==> src/hw/rtl/assert_macros.svh <==
// Assertion macros shared by the RTL; empty when SYNTH is defined.
`ifndef ASSERT_MACROS_SVH
`define ASSERT_MACROS_SVH

`ifndef SYNTH
// Property holds at every clock edge outside reset.
`define ASSERT_ALWAYS(label, clk, rst, prop) \
  label: assert property (@(posedge clk) disable iff (rst) (prop)) \
    else $error("assertion failed");
// Antecedent in this cycle implies consequent in the next.
`define ASSERT_NEXT(label, clk, rst, ante, cons) \
  label: assert property (@(posedge clk) disable iff (rst) (ante) |=> (cons)) \
    else $error("assertion failed");
`else
`define ASSERT_ALWAYS(label, clk, rst, prop)
`define ASSERT_NEXT(label, clk, rst, ante, cons)
`endif

`endif

==> src/hw/rtl/apl_pkg.sv <==
// Types and constants of the actuator position loop.
package apl_pkg;

  localparam logic [1:0] REQ_TICK = 2'd0;
  localparam logic [1:0] REQ_HOME = 2'd1;

  localparam logic [2:0] ST_MOVING   = 3'd0;
  localparam logic [2:0] ST_LIMIT    = 3'd1;
  localparam logic [2:0] ST_DEADBAND = 3'd2;
  localparam logic [2:0] ST_HOMING   = 3'd3;
  localparam logic [2:0] ST_STOPPED  = 3'd4;

  localparam logic [2:0] CFG_GAIN     = 3'd0;
  localparam logic [2:0] CFG_SPD_LIM  = 3'd1;
  localparam logic [2:0] CFG_HOME_SPD = 3'd2;
  localparam logic [2:0] CFG_CPM      = 3'd3;
  localparam logic [2:0] CFG_DEADBAND = 3'd4;
  localparam logic [2:0] CFG_BOOST    = 3'd5;
  localparam logic [2:0] CFG_FLOOR    = 3'd6;
  localparam logic [2:0] CFG_SETTLED  = 3'd7;

  localparam int CFG_IDX_W  = 3;
  localparam int CFG_DATA_W = 32;

  typedef enum logic [1:0] {
    PH_RUN,
    PH_PAUSE,
    PH_RETRACT,
    PH_SETTLE
  } phase_t;

  typedef enum logic [2:0] {
    CS_IDLE,
    CS_CONV,
    CS_ERR,
    CS_MAG,
    CS_FIN
  } ctrl_state_t;

  typedef struct packed {
    logic cap;
    logic conv;
    logic err;
    logic mag;
    logic fin;
  } dp_cmd_t;

  typedef struct packed {
    logic out_free;
  } dp_stat_t;

endpackage

==> src/hw/rtl/apl_in_if.sv <==
// Input channel: one control request per transaction.
interface apl_in_if;
  logic               valid;
  logic               ready;
  logic [1:0]         req_type;
  logic signed [31:0] goal_length;
  logic signed [23:0] encoder_count;
  logic               limit_pressed;
  logic signed [15:0] measured_speed;

  modport source (
    output valid, req_type, goal_length, encoder_count, limit_pressed, measured_speed,
    input  ready
  );
  modport sink (
    input  valid, req_type, goal_length, encoder_count, limit_pressed, measured_speed,
    output ready
  );
endinterface

==> src/hw/rtl/apl_out_if.sv <==
// Output channel: one velocity result per transaction.
interface apl_out_if;
  logic               valid;
  logic               ready;
  logic               velocity_valid;
  logic signed [15:0] velocity_cmd;
  logic               encoder_reset;
  logic               homing_busy;
  logic [2:0]         status;

  modport source (
    output valid, velocity_valid, velocity_cmd, encoder_reset, homing_busy, status,
    input  ready
  );
  modport sink (
    input  valid, velocity_valid, velocity_cmd, encoder_reset, homing_busy, status,
    output ready
  );
endinterface

==> src/hw/rtl/actuator_position_loop_with_homing.sv <==
// Top level: actuator position loop with homing sequence.
// The captured request passes the scale-goal, error and gain-multiply registers to the
// output register in four sequencer steps (scale goal, error, gain multiply, finish);
// a result still waiting on the output holds the finish.
// A new request is taken while the previous result still waits on the output channel.
// Reset (rst, synchronous): settings to defaults, loop running and not homing,
// pause count zero, sequencer idle, output channel empty.
`include "assert_macros.svh"

module actuator_position_loop_with_homing import apl_pkg::*; #(
  parameter int PAUSE_TICKS = 10
) (
  input  logic                  clk,
  input  logic                  rst,
  apl_in_if.sink                in_ch,
  apl_out_if.source             out_ch,
  input  logic                  cfg_we,
  input  logic [CFG_IDX_W-1:0]  cfg_index,
  input  logic [CFG_DATA_W-1:0] cfg_data
);

  dp_cmd_t  cmd;
  dp_stat_t stat;

  // sequencer: capture, scale goal, error, gain multiply, finish
  apl_ctrl u_ctrl (
    .clk      (clk),
    .rst      (rst),
    .in_valid (in_ch.valid),
    .in_ready (in_ch.ready),
    .stat     (stat),
    .cmd      (cmd)
  );

  // datapath owns the settings, the homing phase and the output register
  apl_dp #(
    .PAUSE_TICKS (PAUSE_TICKS)
  ) u_dp (
    .clk            (clk),
    .rst            (rst),
    .cmd            (cmd),
    .stat           (stat),
    .cfg_we         (cfg_we),
    .cfg_index      (cfg_index),
    .cfg_data       (cfg_data),
    .req_type       (in_ch.req_type),
    .goal_length    (in_ch.goal_length),
    .encoder_count  (in_ch.encoder_count),
    .limit_pressed  (in_ch.limit_pressed),
    .measured_speed (in_ch.measured_speed),
    .out_valid      (out_ch.valid),
    .out_ready      (out_ch.ready),
    .velocity_valid (out_ch.velocity_valid),
    .velocity_cmd   (out_ch.velocity_cmd),
    .encoder_reset  (out_ch.encoder_reset),
    .homing_busy    (out_ch.homing_busy),
    .status         (out_ch.status)
  );

  // a request in flight blocks further input until it reaches the finish step
  `ASSERT_NEXT(a_busy_after_accept, clk, rst, in_ch.valid && in_ch.ready, !in_ch.ready)
  // the sequencer never overwrites a result that is still waiting
  `ASSERT_ALWAYS(a_fin_room, clk, rst, !cmd.fin || stat.out_free)
  // only homing results may report the sequence as still running
  `ASSERT_ALWAYS(a_busy_status, clk, rst,
                 !(out_ch.valid && out_ch.homing_busy) || out_ch.status == ST_HOMING)
  // encoder clear ends homing and carries no new command
  `ASSERT_ALWAYS(a_enc_reset, clk, rst,
                 !(out_ch.valid && out_ch.encoder_reset) ||
                 (!out_ch.homing_busy && !out_ch.velocity_valid))

endmodule

==> src/hw/rtl/apl_ctrl.sv <==
// Sequencer: steps one transaction through the datapath stages.
module apl_ctrl import apl_pkg::*; (
  input  logic     clk,
  input  logic     rst,
  input  logic     in_valid,
  output logic     in_ready,
  input  dp_stat_t stat,
  output dp_cmd_t  cmd
);

  ctrl_state_t state, state_next;

  always_ff @(posedge clk) begin
    if (rst) begin
      state <= CS_IDLE;
    end else begin
      state <= state_next;
    end
  end

  always_comb begin
    state_next = state;
    cmd        = '0;
    in_ready   = 1'b0;
    case (state)
      CS_IDLE: begin
        in_ready = 1'b1;
        if (in_valid) begin
          state_next = CS_CONV;
        end
      end
      CS_CONV: begin
        cmd.conv   = 1'b1;
        state_next = CS_ERR;
      end
      CS_ERR: begin
        cmd.err    = 1'b1;
        state_next = CS_MAG;
      end
      CS_MAG: begin
        cmd.mag    = 1'b1;
        state_next = CS_FIN;
      end
      CS_FIN: begin
        // result lands in the output register; next request may enter now
        if (stat.out_free) begin
          cmd.fin    = 1'b1;
          in_ready   = 1'b1;
          state_next = in_valid ? CS_CONV : CS_IDLE;
        end
      end
      default: begin
        state_next = CS_IDLE;
      end
    endcase
    cmd.cap = in_valid && in_ready;
  end

endmodule

==> src/hw/rtl/apl_dp.sv <==
// Datapath: settings, goal scaling, error, gain multiply, homing phase, output register.
module apl_dp import apl_pkg::*; #(
  parameter int PAUSE_TICKS = 10
) (
  input  logic                  clk,
  input  logic                  rst,
  input  dp_cmd_t               cmd,
  output dp_stat_t              stat,
  input  logic                  cfg_we,
  input  logic [CFG_IDX_W-1:0]  cfg_index,
  input  logic [CFG_DATA_W-1:0] cfg_data,
  input  logic [1:0]            req_type,
  input  logic signed [31:0]    goal_length,
  input  logic signed [23:0]    encoder_count,
  input  logic                  limit_pressed,
  input  logic signed [15:0]    measured_speed,
  output logic                  out_valid,
  input  logic                  out_ready,
  output logic                  velocity_valid,
  output logic signed [15:0]    velocity_cmd,
  output logic                  encoder_reset,
  output logic                  homing_busy,
  output logic [2:0]            status
);

  localparam logic [7:0] PauseLim = 8'(PAUSE_TICKS);

  // settings
  logic [15:0]        gain;
  logic [14:0]        speed_limit;
  logic signed [15:0] homing_speed;
  logic [31:0]        counts_per_metre;
  logic [15:0]        deadband_counts;
  logic [15:0]        boost_error_counts;
  logic [14:0]        floor_speed;
  logic [14:0]        settled_speed;

  always_ff @(posedge clk) begin
    if (rst) begin
      gain               <= 16'd256;
      speed_limit        <= 15'd512;
      homing_speed       <= -16'sd128;
      counts_per_metre   <= 32'd0;
      deadband_counts    <= 16'd50;
      boost_error_counts <= 16'd5;
      floor_speed        <= 15'd26;
      settled_speed      <= 15'd3;
    end else if (cfg_we) begin
      case (cfg_index)
        CFG_GAIN:     gain               <= cfg_data[15:0];
        CFG_SPD_LIM:  speed_limit        <= cfg_data[14:0];
        CFG_HOME_SPD: homing_speed       <= cfg_data[15:0];
        CFG_CPM:      counts_per_metre   <= cfg_data;
        CFG_DEADBAND: deadband_counts    <= cfg_data[15:0];
        CFG_BOOST:    boost_error_counts <= cfg_data[15:0];
        CFG_FLOOR:    floor_speed        <= cfg_data[14:0];
        CFG_SETTLED:  settled_speed      <= cfg_data[14:0];
        default: ;
      endcase
    end
  end

  // captured request
  logic [1:0]         req_r;
  logic signed [31:0] goal_r;
  logic signed [23:0] enc_r;
  logic               limit_r;
  logic signed [15:0] meas_r;

  always_ff @(posedge clk) begin
    if (cmd.cap) begin
      req_r   <= req_type;
      goal_r  <= goal_length;
      enc_r   <= encoder_count;
      limit_r <= limit_pressed;
      meas_r  <= measured_speed;
    end
  end

  // stage 1: |goal| * counts_per_metre, upper word
  logic [31:0] gmag;
  logic [63:0] prod;
  logic [31:0] cnt_r;
  logic        gneg_r;

  assign gmag = goal_r[31] ? (32'd0 - goal_r) : goal_r;
  assign prod = {32'd0, gmag} * {32'd0, counts_per_metre};

  always_ff @(posedge clk) begin
    if (cmd.conv) begin
      cnt_r  <= prod[63:32];
      gneg_r <= goal_r[31];
    end
  end

  // stage 2: saturate to encoder range, error and its magnitude
  logic [23:0] goal_cnt;
  logic [24:0] err_c;
  logic [24:0] err_neg;
  logic [24:0] err_r;
  logic [23:0] aerr_r;

  always_comb begin
    if (gneg_r) begin
      goal_cnt = (cnt_r > 32'd8388608) ? 24'h800000 : 24'(32'd0 - cnt_r);
    end else begin
      goal_cnt = (cnt_r > 32'd8388607) ? 24'h7FFFFF : cnt_r[23:0];
    end
  end

  assign err_c   = {goal_cnt[23], goal_cnt} - {enc_r[23], enc_r};
  assign err_neg = 25'd0 - err_c;

  always_ff @(posedge clk) begin
    if (cmd.err) begin
      err_r  <= err_c;
      aerr_r <= err_c[24] ? err_neg[23:0] : err_c[23:0];
    end
  end

  // stage 3: gain * |error|
  logic [39:0] mag_r;

  always_ff @(posedge clk) begin
    if (cmd.mag) begin
      mag_r <= {24'd0, gain} * {16'd0, aerr_r};
    end
  end

  // final: floor boost, clamp, sign, and phase update
  logic [39:0] mag_b;
  logic [14:0] mag_f;
  logic [15:0] cmd_c;
  logic        cmd_neg;
  logic [16:0] ameas;
  logic [7:0]  pc_inc;

  assign mag_b   = (aerr_r > 24'(boost_error_counts) && mag_r < 40'(floor_speed))
                   ? 40'(floor_speed) : mag_r;
  assign mag_f   = (mag_b > 40'(speed_limit)) ? speed_limit : mag_b[14:0];
  assign cmd_c   = err_r[24] ? (16'd0 - {1'b0, mag_f}) : {1'b0, mag_f};
  assign cmd_neg = err_r[24] && (mag_f != 15'd0);
  assign ameas   = meas_r[15] ? (17'd0 - {meas_r[15], meas_r}) : {1'b0, meas_r};

  phase_t      phase, phase_next;
  logic [7:0]  pause_count, pause_count_next;
  logic        vv_c, er_c;
  logic [15:0] vc_c;
  logic [2:0]  st_c;

  assign pc_inc = (pause_count != 8'hFF) ? pause_count + 8'd1 : pause_count;

  always_comb begin
    phase_next       = phase;
    pause_count_next = pause_count;
    vv_c             = 1'b0;
    vc_c             = 16'd0;
    er_c             = 1'b0;
    st_c             = ST_HOMING;
    if (req_r == REQ_HOME) begin
      phase_next       = PH_PAUSE;
      pause_count_next = 8'd0;
      vv_c             = 1'b1;
    end else if (req_r != REQ_TICK) begin
      phase_next       = PH_RUN;
      pause_count_next = 8'd0;
      vv_c             = 1'b1;
      st_c             = ST_STOPPED;
    end else begin
      case (phase)
        PH_PAUSE: begin
          pause_count_next = pc_inc;
          if (pc_inc >= PauseLim) begin
            vv_c = 1'b1;
            if (limit_r) begin
              phase_next = PH_SETTLE;
            end else begin
              phase_next = PH_RETRACT;
              vc_c       = homing_speed;
            end
          end
        end
        PH_RETRACT: begin
          if (limit_r) begin
            phase_next = PH_SETTLE;
            vv_c       = 1'b1;
          end
        end
        PH_SETTLE: begin
          if (ameas <= 17'(settled_speed)) begin
            phase_next       = PH_RUN;
            pause_count_next = 8'd0;
            er_c             = 1'b1;
          end
        end
        default: begin
          vv_c = 1'b1;
          if (aerr_r <= 24'(deadband_counts)) begin
            st_c = ST_DEADBAND;
          end else if (limit_r && cmd_neg) begin
            st_c = ST_LIMIT;
          end else begin
            st_c = ST_MOVING;
            vc_c = cmd_c;
          end
        end
      endcase
    end
  end

  always_ff @(posedge clk) begin
    if (rst) begin
      phase       <= PH_RUN;
      pause_count <= 8'd0;
    end else if (cmd.fin) begin
      phase       <= phase_next;
      pause_count <= pause_count_next;
    end
  end

  // output register
  always_ff @(posedge clk) begin
    if (rst) begin
      out_valid <= 1'b0;
    end else if (cmd.fin) begin
      out_valid <= 1'b1;
    end else if (out_ready) begin
      out_valid <= 1'b0;
    end
  end

  always_ff @(posedge clk) begin
    if (cmd.fin) begin
      velocity_valid <= vv_c;
      velocity_cmd   <= vc_c;
      encoder_reset  <= er_c;
      homing_busy    <= (phase_next != PH_RUN);
      status         <= st_c;
    end
  end

  assign stat.out_free = !out_valid || out_ready;

endmodule

==> src/flat_wrapper.sv <==
// flat-port wrapper written by rule: the top's interface ports become plain ports
module actuator_position_loop_with_homing_flat import apl_pkg::*;
#(
  parameter int PAUSE_TICKS = 10
)
  (clk, rst, cfg_we, cfg_index, cfg_data, in_ch_valid, in_ch_req_type, in_ch_goal_length, in_ch_encoder_count, in_ch_limit_pressed, in_ch_measured_speed, in_ch_ready, out_ch_valid, out_ch_velocity_valid, out_ch_velocity_cmd, out_ch_encoder_reset, out_ch_homing_busy, out_ch_status, out_ch_ready);
  apl_in_if in_ch_i ();
  apl_out_if out_ch_i ();
  input  logic clk;
  input  logic rst;
  input  logic cfg_we;
  input  logic [CFG_IDX_W-1:0] cfg_index;
  input  logic [CFG_DATA_W-1:0] cfg_data;
  input wire logic [$bits(in_ch_i.valid)-1:0] in_ch_valid;
  input wire logic [$bits(in_ch_i.req_type)-1:0] in_ch_req_type;
  input wire logic [$bits(in_ch_i.goal_length)-1:0] in_ch_goal_length;
  input wire logic [$bits(in_ch_i.encoder_count)-1:0] in_ch_encoder_count;
  input wire logic [$bits(in_ch_i.limit_pressed)-1:0] in_ch_limit_pressed;
  input wire logic [$bits(in_ch_i.measured_speed)-1:0] in_ch_measured_speed;
  output wire logic [$bits(in_ch_i.ready)-1:0] in_ch_ready;
  output wire logic [$bits(out_ch_i.valid)-1:0] out_ch_valid;
  output wire logic [$bits(out_ch_i.velocity_valid)-1:0] out_ch_velocity_valid;
  output wire logic [$bits(out_ch_i.velocity_cmd)-1:0] out_ch_velocity_cmd;
  output wire logic [$bits(out_ch_i.encoder_reset)-1:0] out_ch_encoder_reset;
  output wire logic [$bits(out_ch_i.homing_busy)-1:0] out_ch_homing_busy;
  output wire logic [$bits(out_ch_i.status)-1:0] out_ch_status;
  input wire logic [$bits(out_ch_i.ready)-1:0] out_ch_ready;
  assign in_ch_i.valid = in_ch_valid;
  assign in_ch_i.req_type = in_ch_req_type;
  assign in_ch_i.goal_length = in_ch_goal_length;
  assign in_ch_i.encoder_count = in_ch_encoder_count;
  assign in_ch_i.limit_pressed = in_ch_limit_pressed;
  assign in_ch_i.measured_speed = in_ch_measured_speed;
  assign in_ch_ready = in_ch_i.ready;
  assign out_ch_valid = out_ch_i.valid;
  assign out_ch_velocity_valid = out_ch_i.velocity_valid;
  assign out_ch_velocity_cmd = out_ch_i.velocity_cmd;
  assign out_ch_encoder_reset = out_ch_i.encoder_reset;
  assign out_ch_homing_busy = out_ch_i.homing_busy;
  assign out_ch_status = out_ch_i.status;
  assign out_ch_i.ready = out_ch_ready;
  actuator_position_loop_with_homing #(.PAUSE_TICKS(PAUSE_TICKS)) u_core (.clk(clk), .rst(rst), .in_ch(in_ch_i), .out_ch(out_ch_i), .cfg_we(cfg_we), .cfg_index(cfg_index), .cfg_data(cfg_data));
endmodule
==> config.mk <==
export PLATFORM = sky130hd
export DESIGN_NAME = actuator_position_loop_with_homing_flat
export DESIGN_NICKNAME = d
export VERILOG_FILES = /design/src/hw/rtl/apl_pkg.sv /design/src/hw/rtl/apl_in_if.sv /design/src/hw/rtl/apl_out_if.sv /design/src/hw/rtl/actuator_position_loop_with_homing.sv /design/src/hw/rtl/apl_ctrl.sv /design/src/hw/rtl/apl_dp.sv /design/src/flat_wrapper.sv
export VERILOG_INCLUDE_DIRS = /design/src /design/src/hw/rtl
export SDC_FILE = /design/constraint.sdc
export NUM_CORES = 2
export LEC_CHECK = 0
export ABC_AREA = 0
export BUFFER_PORTS_ARGS = -buffer_cell sky130_fd_sc_hd__buf_4
export CORE_ASPECT_RATIO = 0.75
export CORE_MARGIN = 10
export CORE_UTILIZATION = 34
export DETAILED_ROUTE_END_ITERATION = 16
export GPL_ROUTABILITY_DRIVEN = 0
export GPL_TIMING_DRIVEN = 0
export PLACE_DENSITY = 0.5
export SLEW_MARGIN = 20
export SYNTH_ARGS = -nofsm -noshare
export SYNTH_HDL_FRONTEND = slang
export SYNTH_SLANG_ARGS = --single-unit
==> constraint.sdc <==
create_clock -name clk -period 22.1 [get_ports clk]
set_input_delay 0 -clock clk [delete_from_list [all_inputs] [get_ports clk]]
set_output_delay 0 -clock clk [all_outputs]
set_load 0.01 [all_outputs]
==> results.py <==
metrics = {
    "global_route": {
        "grt_max_degree": 40,
        "grt_remaining_overflow": 0,
        "grt_pass1_wl_um": 342000,
        "grt_util_all_layers_pct": 23.0,
        "grt_pass1_vias": 49600,
        "antenna_found_initial": 26,
    },
    "synth": {
        "syn-instance-count": 6789,
        "syn_nets": 8584,
        "synthTopCellsByArea": "fa_1 (39%), ha_1 (9.6%), edfxtp_1 (9.4%)",
        "synth_top_area_share_pct": 38.6,
        "ys_types": 81,
        "ys.flop_type": "edfxtp_1",
        "synth-simple-area-share_pct": 18.1,
        "synth-xor-area-share_pct": 2.29,
        "synth_edf_count": 195,
        "ys_seq_area_share_pct": 14.4,
        "async_flop_share_pct": 0,
        "synth_compound_area_share_pct": 6.54,
        "synth_top_family_by_area": "adder cells",
        "synthMuxAreaShare_pct": 0.664,
        "yosysTopAreaCell": "fa_1",
        "synthAdderAreaFrac_pct": 48.2,
        "syn_area_per_cell_um2": 9.18,
        "syn_area_um2": 62300,
        "synth_seq_cells": 350,
        "ys.warnings.count": 0,
    },
    "critical_path": {
        "cpMaxStageDelayCell": "clkbuf_1",
        "worstSetupStartpointType": "flip-flop",
        "cp_slowest_stage_delay_ps": 830,
        "cp.required_ps": 22580,
        "critical_path_class": "reg -> reg",
        "cp_common_cell": "fa_1",
        "end_kind": "flip-flop",
        "cp_max_fo": 10,
        "arrival_ps": 14180,
        "reg2reg_slack_ps": 8400,
    },
    "floorplanning": {
        "io_pins": 139,
        "fp.dieH_um": 391,
        "initial_core_util_pct": 34.1,
        "dieArea_um2": 201000,
        "die_w_um": 514,
        "row_count": 136,
        "fp.coreArea_um2": 183000,
    },
    "cells_and_area": {
        "fin_nets": 8893,
        "final_cell_mix": "inv_1 (1285), fa_1 (1202), nand2_1 (1100)",
        "drive_above_1_share_pct": 4.35,
        "syn2layout_area_growth_pct": 11.2,
        "mostFrequentLayoutCell": "inv_1",
    },
    "power": {
        "p_sw_share_pct": 43.8,
        "pwr_density_cell_nw_per_um2": 40.2,
        "p_total_mw": 2.79,
        "pwr-share-clk_pct": 26.6,
        "seq_power_share_pct": 28.8,
        "max-vdd-ir-drop_mv": 0.0595,
        "internal_power_mw": 1.57,
        "combPwrFrac_pct": 44.6,
        "p_leak_nw": 32.5,
        "p_sw_mw": 1.22,
    },
    "sta": {
        "rsz0062_at_grt": "no",
        "finalHoldViolations": 0,
        "finalSetupViolCount": 0,
        "clock_skew_ps": 73.2,
        "clock.fmax_ghz": 0.0730,
        "max_slew_margin_pct": 12.9,
        "fin_crit_sh_pct": 62.0,
        "maxSlewViolCount": 0,
        "timing.setup.tns_ps": 0,
        "fin_crit_ps": 13700,
        "worst_slew_pin_slew_ps": 1300,
    },
    "clock_tree": {
        "postCtsSetupBuffers": 0,
        "clk_latency_ps": 690,
        "cts_buffer_depth": 3,
        "cts_sinks": 350,
        "cts_inserted_buffers": 43,
        "cts_tree": "yes",
        "path_clk_slew_ps": 60,
        "cts_root_buf": "clkbuf_16",
        "htree_levels": 2,
    },
    "routing": {
        "dr.pass1.iters": 6,
        "drc_errors": 0,
        "vias_per_cell": 5.13,
        "drt_iter0_drc": 4570,
        "drt_wl_total_um": 233000,
        "vias": 49100,
        "ant_nets": 0,
        "wl_per_cell_um": 24.3,
    },
    "placement": {
        "hpwlAfterDp_um": 193000,
        "io_buffers": 120,
    },
    "run": {
        "cap_violations": 0,
    },
    "min_path": {
        "hold_path.class": "in -> reg",
    },
    "outcome": {
        "outcome": "finished, final reports clean",
    },
}
## cells in the mapped netlist (all sizes together) (21+ instances only)
cell type	count
fa	1202
nand4	36
a21oi	252
nand3	54
xor2	48
mux2	21
nor2	133
ha	478
o311ai	21
nand2b	27
dfxtp	155
and2	723
a21o	52
nor2b	35
o21a	36
nor3	41
clkbuf	327
o21ai	110
o31ai	29
inv	1285
nand2	1100
nor4	29
xnor2	115
edfxtp	195
or3	29
## registers in the layout, indices dropped and copies added, names as in the netlist, 2 cells and up
register	cells
u_core.u_ctrl.state	3
u_core.u_dp.aerr_r	24
u_core.u_dp.boost_error_counts	16
u_core.u_dp.cnt_r	32
u_core.u_dp.counts_per_metre	32
u_core.u_dp.deadband_counts	16
u_core.u_dp.enc_r	24
u_core.u_dp.floor_speed	15
u_core.u_dp.gain	16
u_core.u_dp.goal_r	32
u_core.u_dp.homing_speed	16
u_core.u_dp.mag_r	40
u_core.u_dp.meas_r	16
u_core.u_dp.pause_count	8
u_core.u_dp.phase	2
u_core.u_dp.req_r	2
u_core.u_dp.settled_speed	15
u_core.u_dp.speed_limit	15
u_core.u_dp.status	3
u_core.u_dp.velocity_cmd	16
## worst paths after layout
path                                    from                              end  cells past startpoint
max                    u_core.u_dp.goal_r[9]            u_core.u_dp.cnt_r[31]                     31
min reg2reg  u_core.u_dp.deadband_counts[14]  u_core.u_dp.deadband_counts[14]                      2
min                    in_ch_goal_length[10]           u_core.u_dp.goal_r[10]                      2
max reg2reg            u_core.u_dp.goal_r[9]            u_core.u_dp.cnt_r[31]                     31
## metal layers
metal	vias to the layer above	GRT usage, %	wire, um
met5	-	0	207
met2	2270	32.1	92900
met3	276	7.57	27500
met4	4	5.44	6580
met1	25000	34.1	105000
li1	21500	-	-
## power groups by stage
stage / clock network (mW) / logic [mW] / registers [mW]
after global routing: 0.788 / 1.35 / 0.806
after global placement: 0 / 1.17 / 0.816
after CTS: 0.765 / 1.22 / 0.800
final: 0.742 / 1.24 / 0.803
after detailed placement: 0 / 1.19 / 0.813
after floorplan: 0 / 0.729 / 0.785
## kinds of logic after synthesis
group / after synthesis
buffers and inverters: 1619
flip-flops: 350
adder cells (fa/ha/maj): 1681
AND/OR/NAND/NOR: 2296
multiplexers: 38
XOR/XNOR: 163
AO/OA/AOI/OAI: 642
## final cells by class
cell class,instances,area [um^2]
Fill cell,18700,113000
Multi-Input combinational cell,4820,47400
Sequential cell,350,8960
Inverter,1285,4820
Tap cell,2415,3020
Timing Repair Buffer,264,2350
Buffer,334,1300
Clock buffer,51,1150
Clock inverter,29,302
Antenna cell,12,30.0
## through the flow
step                hold WS [ps]  setup slack [ps]  instances  cell area [um^2]  utilization, %
floorplan                   98.9             12650       6789             62300               -
global placement             179              8400       9324             66300            36.3
detailed placement           179              8760       9334             66500            36.4
CTS                        0.877              8650       9547             69200            37.9
global route                8.84              7920       9549             69300            37.9
finish                      44.9              8400       9560             69300            37.9
## timing repair
item / 4_1_cts / 5_1_grt
hold buffers: 133 / 0
hold endpoints to repair: 256 / 0
resized for setup: 0 / 0
## worst max-delay path: cells and delay by family (launching register included)
family,cells,cell delay [ps]
flip-flops,1,480
buffers and inverters,3,970
AND/OR/NAND/NOR,9,3250
XOR/XNOR,1,520
adder cells (fa/ha/maj),9,4230
AO/OA/AOI/OAI,9,4040
Power figures use the tool's default switching activity.
